$ cat src/kwc_pkg.sv
// shared types, constants and helper functions for the keyword word counter
package kwc_pkg;

    // item and word geometry
    localparam int TEXT_BITS      = 8;
    localparam int WORD_BYTES     = 8;
    localparam int WORD_BITS      = WORD_BYTES * TEXT_BITS;
    localparam int LEN_BITS       = 4;
    localparam int OUT_COUNT_BITS = 32;
    localparam int MATCH_BITS     = 3;
    localparam int CFG_INDEX_BITS = 3;

    // defaults for the top-level parameters
    localparam int KEYWORD_SLOTS_DEF = 7;
    localparam int COUNT_BITS_DEF    = 32;

    // word length codes
    localparam logic [LEN_BITS-1:0] LEN_EMPTY = LEN_BITS'(0);
    localparam logic [LEN_BITS-1:0] LEN_FULL  = LEN_BITS'(WORD_BYTES);
    localparam logic [LEN_BITS-1:0] LEN_LONG  = LEN_BITS'(WORD_BYTES + 1);

    // register indexes
    localparam logic [CFG_INDEX_BITS-1:0] REG_KEYWORD_COUNT = CFG_INDEX_BITS'(0);
    localparam logic [CFG_INDEX_BITS-1:0] REG_KEYWORD_BASE  = CFG_INDEX_BITS'(1);

    // word delimiters
    localparam logic [TEXT_BITS-1:0] CHAR_SPACE    = 8'h20;
    localparam logic [TEXT_BITS-1:0] CHAR_PERIOD   = 8'h2E;
    localparam logic [TEXT_BITS-1:0] CHAR_COMMA    = 8'h2C;
    localparam logic [TEXT_BITS-1:0] CHAR_QUESTION = 8'h3F;
    localparam logic [TEXT_BITS-1:0] CHAR_EXCLAIM  = 8'h21;
    localparam logic [TEXT_BITS-1:0] CHAR_NEWLINE  = 8'h0A;

    // current word: packed text, low byte first, and its length
    typedef struct packed {
        logic [WORD_BITS-1:0] text;
        logic [LEN_BITS-1:0]  length;
    } word_t;

    // true for a byte that ends a word
    function automatic logic is_delim(input logic [TEXT_BITS-1:0] c);
        return (c == CHAR_SPACE) || (c == CHAR_PERIOD) || (c == CHAR_COMMA) ||
               (c == CHAR_QUESTION) || (c == CHAR_EXCLAIM) || (c == CHAR_NEWLINE);
    endfunction

    // keyword length: position of the highest nonzero byte plus one
    function automatic logic [LEN_BITS-1:0] key_length(input logic [WORD_BITS-1:0] k);
        logic [LEN_BITS-1:0] n;
        n = LEN_EMPTY;
        for (int i = 0; i < WORD_BYTES; i++)
        begin
            if (k[i*TEXT_BITS +: TEXT_BITS] != '0)
            begin
                n = LEN_BITS'(i + 1);
            end
        end
        return n;
    endfunction

endpackage

$ cat src/keyword_word_counter.sv
// top level of the keyword word counter: input stage, word state, counters, result register
//
// Takes one text byte per item and returns one result per item. A new item is
// accepted every clock cycle while the output side keeps up; an item passes the
// input register and then the result register. The rate is set by the single
// update of the word buffer and counters per item, which sits between those two
// registers together with the bank of keyword compares. The user must write
// keyword registers through the cfg port while no item is in flight; not enforced.
module keyword_word_counter #(
    parameter int KEYWORD_SLOTS = kwc_pkg::KEYWORD_SLOTS_DEF,
    parameter int COUNT_BITS    = kwc_pkg::COUNT_BITS_DEF
) (
    input  logic                                 clk,
    input  logic                                 rst_n,
    // input items
    input  logic                                 s_tvalid,
    output logic                                 s_tready,
    input  logic [7:0]                           s_tdata,  // [7:0] text_char
    input  logic                                 s_tuser,  // [0] clear_counts
    // result items
    output logic                                 m_tvalid,
    input  logic                                 m_tready,
    // [31:0] total_words, [63:32] keyword_hits, [95:64] other_words,
    // [96] word_closed, [99:97] slots_matched, [103:100] zero
    output logic [103:0]                         m_tdata,
    // configuration writes
    input  logic                                 cfg_we,
    input  logic [kwc_pkg::CFG_INDEX_BITS-1:0]   cfg_index,
    input  logic [kwc_pkg::WORD_BITS-1:0]        cfg_data
);

    localparam int EXT_BITS = (COUNT_BITS > kwc_pkg::OUT_COUNT_BITS) ?
                              COUNT_BITS : kwc_pkg::OUT_COUNT_BITS;
    localparam logic [COUNT_BITS-1:0] COUNT_MAX = '1;

    // configuration registers
    logic [kwc_pkg::MATCH_BITS-1:0]                        keyword_count_reg;
    logic [KEYWORD_SLOTS-1:0][kwc_pkg::WORD_BITS-1:0]      keyword_reg;
    logic [KEYWORD_SLOTS-1:0][kwc_pkg::LEN_BITS-1:0]       key_len_reg;

    // input stage
    logic                           in_valid_reg;
    logic [kwc_pkg::TEXT_BITS-1:0]  char_reg;
    logic                           clear_reg;

    // word and counter state
    kwc_pkg::word_t                 word_reg;
    kwc_pkg::word_t                 word_next;
    logic [COUNT_BITS-1:0]          total_reg;
    logic [COUNT_BITS-1:0]          total_next;
    logic [COUNT_BITS-1:0]          hits_reg;
    logic [COUNT_BITS-1:0]          hits_next;
    logic [COUNT_BITS-1:0]          other_reg;
    logic [COUNT_BITS-1:0]          other_next;

    // result register
    logic                           out_valid_reg;
    logic                           closed_reg;
    logic                           closed_next;
    logic [kwc_pkg::MATCH_BITS-1:0] slots_reg;
    logic [kwc_pkg::MATCH_BITS-1:0] slots_next;

    // working values
    logic                           advance;
    kwc_pkg::word_t                 cur_word;
    logic [COUNT_BITS-1:0]          cur_total;
    logic [COUNT_BITS-1:0]          cur_hits;
    logic [COUNT_BITS-1:0]          cur_other;
    logic [kwc_pkg::MATCH_BITS-1:0] matched;
    logic [COUNT_BITS:0]            total_sum;
    logic [COUNT_BITS:0]            hits_sum;
    logic [COUNT_BITS:0]            other_sum;
    logic [EXT_BITS-1:0]            total_ext;
    logic [EXT_BITS-1:0]            hits_ext;
    logic [EXT_BITS-1:0]            other_ext;

    // handshake: input stage moves on when the result register is free
    assign advance  = in_valid_reg && (!out_valid_reg || m_tready);
    assign s_tready = !in_valid_reg || advance;
    assign m_tvalid = out_valid_reg;

    // configuration writes
    always_ff @(posedge clk or negedge rst_n)
    begin
        if (!rst_n)
        begin
            keyword_count_reg <= '0;
            keyword_reg       <= '0;
            key_len_reg       <= '0;
        end
        else if (cfg_we)
        begin
            if (cfg_index == kwc_pkg::REG_KEYWORD_COUNT)
            begin
                keyword_count_reg <= cfg_data[kwc_pkg::MATCH_BITS-1:0];
            end
            for (int i = 0; i < KEYWORD_SLOTS; i++)
            begin
                if (cfg_index == kwc_pkg::REG_KEYWORD_BASE + kwc_pkg::CFG_INDEX_BITS'(i))
                begin
                    keyword_reg[i] <= cfg_data;
                    key_len_reg[i] <= kwc_pkg::key_length(cfg_data);
                end
            end
        end
    end

    // input register
    always_ff @(posedge clk or negedge rst_n)
    begin
        if (!rst_n)
        begin
            in_valid_reg <= 1'b0;
        end
        else if (s_tready)
        begin
            in_valid_reg <= s_tvalid;
        end
    end

    always_ff @(posedge clk)
    begin
        if (s_tvalid && s_tready)
        begin
            char_reg  <= s_tdata;
            clear_reg <= s_tuser;
        end
    end

    // clear applies before the byte is handled
    always_comb
    begin
        if (clear_reg)
        begin
            cur_word  = '0;
            cur_total = '0;
            cur_hits  = '0;
            cur_other = '0;
        end
        else
        begin
            cur_word  = word_reg;
            cur_total = total_reg;
            cur_hits  = hits_reg;
            cur_other = other_reg;
        end
    end

    kwc_match #(
        .KEYWORD_SLOTS (KEYWORD_SLOTS)
    ) u_match (
        .word          (cur_word),
        .keywords      (keyword_reg),
        .key_lengths   (key_len_reg),
        .keyword_count (keyword_count_reg),
        .matched       (matched)
    );

    // saturating sums, carry out means past the limit
    assign total_sum = {1'b0, cur_total} + (COUNT_BITS+1)'(1);
    assign hits_sum  = {1'b0, cur_hits} + (COUNT_BITS+1)'(matched);
    assign other_sum = {1'b0, cur_other} + (COUNT_BITS+1)'(1);

    // word and counter update for one byte
    always_comb
    begin
        word_next   = cur_word;
        total_next  = cur_total;
        hits_next   = cur_hits;
        other_next  = cur_other;
        closed_next = 1'b0;
        slots_next  = '0;
        if (kwc_pkg::is_delim(char_reg))
        begin
            if (cur_word.length != kwc_pkg::LEN_EMPTY)
            begin
                closed_next = 1'b1;
                slots_next  = matched;
                total_next  = total_sum[COUNT_BITS] ? COUNT_MAX : total_sum[COUNT_BITS-1:0];
                hits_next   = hits_sum[COUNT_BITS] ? COUNT_MAX : hits_sum[COUNT_BITS-1:0];
                if (matched == '0)
                begin
                    other_next = other_sum[COUNT_BITS] ?
                                 COUNT_MAX : other_sum[COUNT_BITS-1:0];
                end
            end
            word_next = '0;
        end
        else if (cur_word.length < kwc_pkg::LEN_FULL)
        begin
            for (int i = 0; i < kwc_pkg::WORD_BYTES; i++)
            begin
                if (cur_word.length == kwc_pkg::LEN_BITS'(i))
                begin
                    word_next.text[i*kwc_pkg::TEXT_BITS +: kwc_pkg::TEXT_BITS] = char_reg;
                end
            end
            word_next.length = cur_word.length + kwc_pkg::LEN_BITS'(1);
        end
        else
        begin
            word_next.length = kwc_pkg::LEN_LONG;
        end
    end

    // state registers
    always_ff @(posedge clk or negedge rst_n)
    begin
        if (!rst_n)
        begin
            word_reg  <= '0;
            total_reg <= '0;
            hits_reg  <= '0;
            other_reg <= '0;
        end
        else if (advance)
        begin
            word_reg  <= word_next;
            total_reg <= total_next;
            hits_reg  <= hits_next;
            other_reg <= other_next;
        end
    end

    // result register
    always_ff @(posedge clk or negedge rst_n)
    begin
        if (!rst_n)
        begin
            out_valid_reg <= 1'b0;
        end
        else if (advance)
        begin
            out_valid_reg <= 1'b1;
        end
        else if (m_tready)
        begin
            out_valid_reg <= 1'b0;
        end
    end

    always_ff @(posedge clk)
    begin
        if (advance)
        begin
            closed_reg <= closed_next;
            slots_reg  <= slots_next;
        end
    end

    // counters go out in their low 32 bits
    assign total_ext = EXT_BITS'(total_reg);
    assign hits_ext  = EXT_BITS'(hits_reg);
    assign other_ext = EXT_BITS'(other_reg);

    assign m_tdata = {4'b0000, slots_reg, closed_reg,
                      other_ext[kwc_pkg::OUT_COUNT_BITS-1:0],
                      hits_ext[kwc_pkg::OUT_COUNT_BITS-1:0],
                      total_ext[kwc_pkg::OUT_COUNT_BITS-1:0]};

endmodule

$ cat src/kwc_match.sv
// compare bank: counts the active keyword slots equal to a closed word
module kwc_match #(
    parameter int KEYWORD_SLOTS = kwc_pkg::KEYWORD_SLOTS_DEF
) (
    input  kwc_pkg::word_t                                         word,
    input  logic [KEYWORD_SLOTS-1:0][kwc_pkg::WORD_BITS-1:0]       keywords,
    input  logic [KEYWORD_SLOTS-1:0][kwc_pkg::LEN_BITS-1:0]        key_lengths,
    input  logic [kwc_pkg::MATCH_BITS-1:0]                         keyword_count,
    output logic [kwc_pkg::MATCH_BITS-1:0]                         matched
);

    logic [KEYWORD_SLOTS-1:0] hit;

    // one compare per slot, long words never match
    always_comb
    begin
        for (int i = 0; i < KEYWORD_SLOTS; i++)
        begin
            hit[i] = (kwc_pkg::MATCH_BITS'(i) < keyword_count) &&
                     (word.length <= kwc_pkg::LEN_FULL) &&
                     (keywords[i] == word.text) &&
                     (key_lengths[i] == word.length);
        end
    end

    // population count of slot hits
    always_comb
    begin
        matched = '0;
        for (int i = 0; i < KEYWORD_SLOTS; i++)
        begin
            matched = matched + kwc_pkg::MATCH_BITS'(hit[i]);
        end
    end

endmodule
$ cat config.mk
export PLATFORM = sky130hd
export DESIGN_NAME = keyword_word_counter
export DESIGN_NICKNAME = d
export VERILOG_FILES = /design/src/kwc_pkg.sv /design/src/keyword_word_counter.sv /design/src/kwc_match.sv
export SDC_FILE = /design/constraint.sdc
export NUM_CORES = 2
export LEC_CHECK = 0
export BUFFER_PORTS_ARGS = -buffer_cell sky130_fd_sc_hd__buf_2
export CAP_MARGIN = 10
export CORE_UTILIZATION = 58
export DETAILED_ROUTE_END_ITERATION = 8
export PLACE_DENSITY = 0.85
export SLEW_MARGIN = 20
export SYNTH_ARGS = -nofsm -noshare
export SYNTH_HDL_FRONTEND = slang
export SYNTH_SLANG_ARGS = --single-unit
$ cat constraint.sdc
create_clock -name clk -period 12.95 [get_ports clk]
set_clock_uncertainty 0.1 [all_clocks]
set_input_delay 3.2375 -clock clk [delete_from_list [all_inputs] [get_ports clk]]
set_output_delay 3.2375 -clock clk [all_outputs]
set_load 0.05 [all_outputs]
* After elaboration in Yosys (flattened, before gate mapping)
Cells that the tools add are included.
W data, S select, Z words.
** Word-level totals
- Register bits :: 658
- Latch bits :: 0
- Bits in writable memories :: 0
- ROM bits :: 0
- Input port bits :: 81
- Output and inout bits :: 106
- Logic and storage cells :: 169
- Memories kept :: 0
** Operators by class
- $add $sub $neg :: 10
- Multiply operators :: 0
- Divide/modulo/power cells :: 0
- $lt $le $gt $ge :: 9
- Equality and inequality tests :: 34
- Shifts and indexed selects :: 0
- Muxes and demuxes :: 36
- Bitwise logic cells :: 0
- Reductions and logical operators :: 54
** Operator list (number)
- $eq A64 B64 Y1 :: 7
- $mux W32 :: 13
- $mux W68 :: 2
- $add A32 B1 Y33 const B :: 2
- $mux W64 :: 1
- $mux W8 :: 8
- $reduce_bool A8 Y1 :: 8
- $eq A8 B6 Y1 const B :: 5
- $add A32 B3 Y33 :: 1
- $mux W4 :: 8
- $eq A4 B4 Y1 :: 7
- $logic_and A1 B1 Y1 :: 23
- $reduce_and A2 Y1 :: 9
- $eq A4 B3 Y1 const B :: 4
- $add A3 B1 Y3 :: 5
- $eq A3 B3 Y1 const B :: 4
- $lt A3 B3 Y1 const A :: 3
- $eq A4 B2 Y1 const B :: 2
- $eq A8 B4 Y1 const B :: 1
- $logic_or A1 B1 Y1 :: 7
- $eq A3 B2 Y1 const B :: 2
- $logic_not A3 Y1 :: 2
- $lt A1 B3 Y1 const A :: 2
- $lt A2 B3 Y1 const A :: 2
- other kinds (11) :: 15

* Longest topological paths before layout
- Depth in word-level cells :: 15
- Gate-level depth with buffers :: 31
- Gate-level depth less buffers :: 26

* By module
A second synthesis with hierarchy kept.
** Second synthesis, totals
- Cells, all modules :: 3083
- Area total of the unflattened synthesis :: 33663.5 um^2
** By module, submodules not included
- keyword_word_counter :: instances 1, cells each 2306, area each 27920.5 um^2, sequential area each 16530.9 um^2
- kwc_match :: instances 1, cells each 777, area each 5743.0 um^2, sequential area each 0.0 um^2

* Worst setup path before layout
No wires, ideal clock.
- Path kind :: input to output
- From :: input port m_tready
- To :: output port s_tready
- Arrival time :: 3.721 ns
- Setup slack :: 5.892 ns
- Stages :: 1
- Path buffers :: 0
- Cell sequence :: nand3b_1
** Between the ends
- Longest elaborated chain between the ends :: 3
** RTL lines
- start: declaration :: line keyword_word_counter.sv:22 : input logic m_tready,
- $logic_or A1 B1 Y1 :: line keyword_word_counter.sv:78 : assign advance = in_valid_reg && (!out_valid_reg || m_tready);
- $logic_and A1 B1 Y1 :: line keyword_word_counter.sv:78
- $logic_or A1 B1 Y1 :: line keyword_word_counter.sv:79 : assign s_tready = !in_valid_reg || advance;
- end: declaration :: line keyword_word_counter.sv:17 : output logic s_tready,
No other way between the ends.

* Worst setup path after layout
- From :: register clear_reg
- To :: register hits_reg[22] (netlist: hits_ext[22])
** Between the ends
- Longest elaborated chain between the ends :: 15
- Elaborated cells on any way between the ends :: 49
- Classes of those cells :: add/sub: 7; order compare: 1; eq/ne: 14; mux: 5; reduce/logical: 22
** RTL lines
- start: declaration :: line keyword_word_counter.sv:44 : logic clear_reg;
- start signal: assignment :: line keyword_word_counter.sv:126 : clear_reg <= s_tuser;
- $mux W68 :: line keyword_word_counter.sv:133 : if (clear_reg)
- $le A4 B4 Y1 :: line kwc_match.sv:20 : (word.length <= kwc_pkg::LEN_FULL) &&
- $logic_and A1 B1 Y1 :: line kwc_match.sv:19 : hit[i] = (kwc_pkg::MATCH_BITS'(i) < keyword_count) &&
- $logic_and A1 B1 Y1 :: line kwc_match.sv:20
- $logic_and A1 B1 Y1 :: line kwc_match.sv:21 : (keywords[i] == word.text) &&
- $add A1 B1 Y2 :: line kwc_match.sv:32 : matched = matched + kwc_pkg::MATCH_BITS'(hit[i]);
- $add A3 B1 Y3 (5 in series) :: line kwc_match.sv:32
- $add A32 B3 Y33 :: line keyword_word_counter.sv:161 : assign hits_sum = {1'b0, cur_hits} + (COUNT_BITS+1)'(matched);
- $mux W32 :: line keyword_word_counter.sv:180 : hits_next = hits_sum[COUNT_BITS] ? COUNT_MAX : hits_sum[COUNT_BITS-1:0];
- $mux W32 :: line keyword_word_counter.sv:175 : if (cur_word.length != kwc_pkg::LEN_EMPTY)
- $mux W32 * :: line keyword_word_counter.sv:173 : if (kwc_pkg::is_delim(char_reg))
- end signal: assignment :: line keyword_word_counter.sv:220 : hits_reg <= hits_next;
- end: declaration :: line keyword_word_counter.sv:51 : logic [COUNT_BITS-1:0] hits_reg;
Every way passes the cells marked *; elsewhere a longest branch is shown, timed or not.
A chain may end at the register's enable or synchronous reset.

==> metrics.cfg <==
[synth]
yosys.area.top_type=dfrtp_1
syn_area_per_cell_sq_um=9.22
synth_top_family_by_area=simple AND/OR/NAND/NOR gates
synthTopCellsByArea=dfrtp_1 43%, mux2_2 7.8%, nand2_1 6.9%, xnor2_1 3.9%, nor4bb_1 3.6%
yosysMostFrequentCell=nand2_1
muxShareOfSynthArea_pct=8.34
async_flop_share_pct=98.0
synthAdderAreaFrac_pct=0.612
synth-edff-count=13
syn_inst=4076
synth-simple-area-share_pct=21.8
synth_compound_area_share_pct=16.8
synthXorXnorAreaFrac_pct=4.08
synthDistinctLibCells=92
synth_top_area_share_pct=42.9
yosys_warnings=0
synth_common_cells=694 x nand2_1, 645 x dfrtp_1, 350 x nor2_1, 259 x mux2_2, 196 x clkbuf_1
synth_area_sq_um=37600
ys_ff_latch=658
yosysSeqAreaShare_pct=44.0
synthFlopType=dfrtp_1

[cts]
cts_buffer_depth=3
cts_tree=yes
clkSinkCount=658
root_buffer=clkbuf_16
cts_hold_buf=0
post_cts_buffers=0
insertion_delay_ns=0.64
htreeDepth=3
cts_made_buffers=73
path_clk_slew_ns=0.06
cts_resized=0

[routing]
drtPass1Iterations=8
wl_per_cell_microns=33.5
drt-total-wl_microns=169000
vias=36800
drc=0
antenna_left=0
viasPerCell=7.30
drt_iter0_drc=5432

[timing]
finalWorstSetupSlack_ns=3.95
finalHoldViolCount=0
final-max-slew-violation-count=0
tns_ns=0
finalSetupViolCount=0
finalCriticalPeriod_ns=9.00
fmax_mhz=111
tightest_slew_ns=1.31
rsz0062_at_grt=false
slew_headroom_pct=12.2
timing.final.crit_share_pct=69.5

[placement]
hpwlAfterDp_microns=114000
place_congestion=1.18
io_buffers=182
pre_cts_ws_ns=4.53

[worst_setup_path]
critical_path_required_ns=13.37
r2r_cells=19
cp_max_fo=130
crit_path_frequent_cell=fa_1
crit_slowest_cell=a211oi_1
cp-endpoint=hits_ext[22]
cp.depth=19
startpoint=clear_reg
endpoint_kind=register
crit_path_start_kind=register
rr_endpoint=hits_ext[22]
path_buf_inv=5
crit_type=register to register
cp_top_family=adder cells
rrSetupSlack_ns=3.95
slowest_delay_ns=0.97
crit_chain=buf_12, buf_4, buf_4, nor2_1, o32ai_1, nand4_1, nor4_1, nand4_1, fa_1, inv_1, fa_1, ha_1, inv_1, fa_1, fa_1, nand2b_1, a211oi_1, nand3_1, o311a_1
arrival_ns=9.42
reg2reg_from=clear_reg

[min_path]
hold_class=register to register
hold_depth=2

[final_layout]
largest_reg_flops=448
multiInputGateArea_sq_um=19500
fillCellCount=5209
layout-drive-gt1-share_pct=16.3
ff_latch_area_sq_um=16500
final_nets=4233
area_growth_pct=10.6

[floorplanning]
rows=92
dieArea_sq_um=65800
core_area_sq_um=63500
die_width_microns=257
start_util_pct=59.2
fp.dieH_microns=257
pin_count=187

[global_route]
grt_first_pass_wirelength_microns=241000
grt_max_degree=170
grt_util_all_layers_pct=50.7
antenna_found_initial=14
grt_pass1_vias=34000
grt_overflow=0

[outcome]
status=finished, final reports clean

[power_and_ir_drop]
vdd_drop_max_mv=0.106
cellPowerDensity_nw_per_um2=153
p_leak_uw=0.0173

[run]
cap_violations=0

-- cell families (layout without fill, tap and decap cells) --
kind of cell,after synthesis,after routing
compound gates,888,888
fa+ha+maj,16,16
buf+inv,416,523
simple gates,1641,1641
other cells,1,12
xor+xnor,175,175
flops,658,658
mux,281,281
-- worst min path at each step --
stage,start,end,slack [ns]
6_report,word_reg[36],word_reg[36],0.40
4_1_cts,word_reg[36],word_reg[36],0.40
3_5_place_dp,word_reg[36],word_reg[36],0.38
5_1_grt,total_ext[8],total_ext[8],0.43
2_1_floorplan,in_valid_reg,m_tvalid,0.36
3_3_place_gp,word_reg[36],word_reg[36],0.37
-- cell type report --
type	count	share of cell area, %
multi-input combinational	3005	47.0
sequential	658	39.8
clock buffer	100	4.88
timing repair buffer	274	4.08
tap	846	2.55
inverter	124	1.12
clock inverter	25	0.563
antenna	8	0.0482
-- power breakdown --
| part | leakage [uW] | internal, uW | switching [uW] | total, uW |
|---|---|---|---|---|
| registers | 0.00830 | 2380 | 457 | 2840 |
| clock network | 0.00110 | 1160 | 905 | 2060 |
| logic | 0.00790 | 572 | 897 | 1470 |
-- stage by stage --
step,cells,area (sq um),hold slack (ns),utilization [%],power [uW]
after floorplan,4079,37600,0.357,-,3560
after global placement,4905,39200,0.371,61.7,4180
after detailed placement,4905,39200,0.383,61.7,4220
after CTS,5030,41500,0.396,65.3,6250
after global routing,5032,41500,0.431,65.4,6520
final,5040,41600,0.396,65.4,6370
-- worst min-delay path, cell delays in order (launching register included) --
cell	delay (ns)
dfrtp_1	0.35
nand2_1	0.05
o21ai_0	0.06
-- per-layer routing --
metal	vias up	global-route usage [%]	routed length, microns	part of all wire (%)
met1	17900	63.8	58600	35
met5	-	0	79	0.047
met4	12	37.7	15800	9.4
met2	3073	71.6	69200	41
met3	785	18.1	25400	15
li1	15000	-	-	-
-- placed cells by master (no fill, tap or decap), types with 15 or more instances in the layout --
master,instances
mux2i_1,22
o32ai_1,128
inv_1,122
or4_1,17
nor2b_1,33
a21oi_1,70
nand2b_1,44
nand3_1,55
and3_1,22
a22o_1,58
and2_1,17
mux2_2,259
clkbuf_16,74
xnor2_1,168
o31ai_1,15
dfrtp_1,645
buf_4,85
nor3_1,61
nand2_1,691
nor2_1,349
a22oi_1,18
nor4bb_1,136
buf_2,181
nor4b_1,20
a31oi_1,183
o22ai_1,36
nand4_1,76
clkbuf_1,18
o21ai_0,164
nor4_1,57
o211ai_1,38
Note: power is estimated with default switching activity, not from simulation.
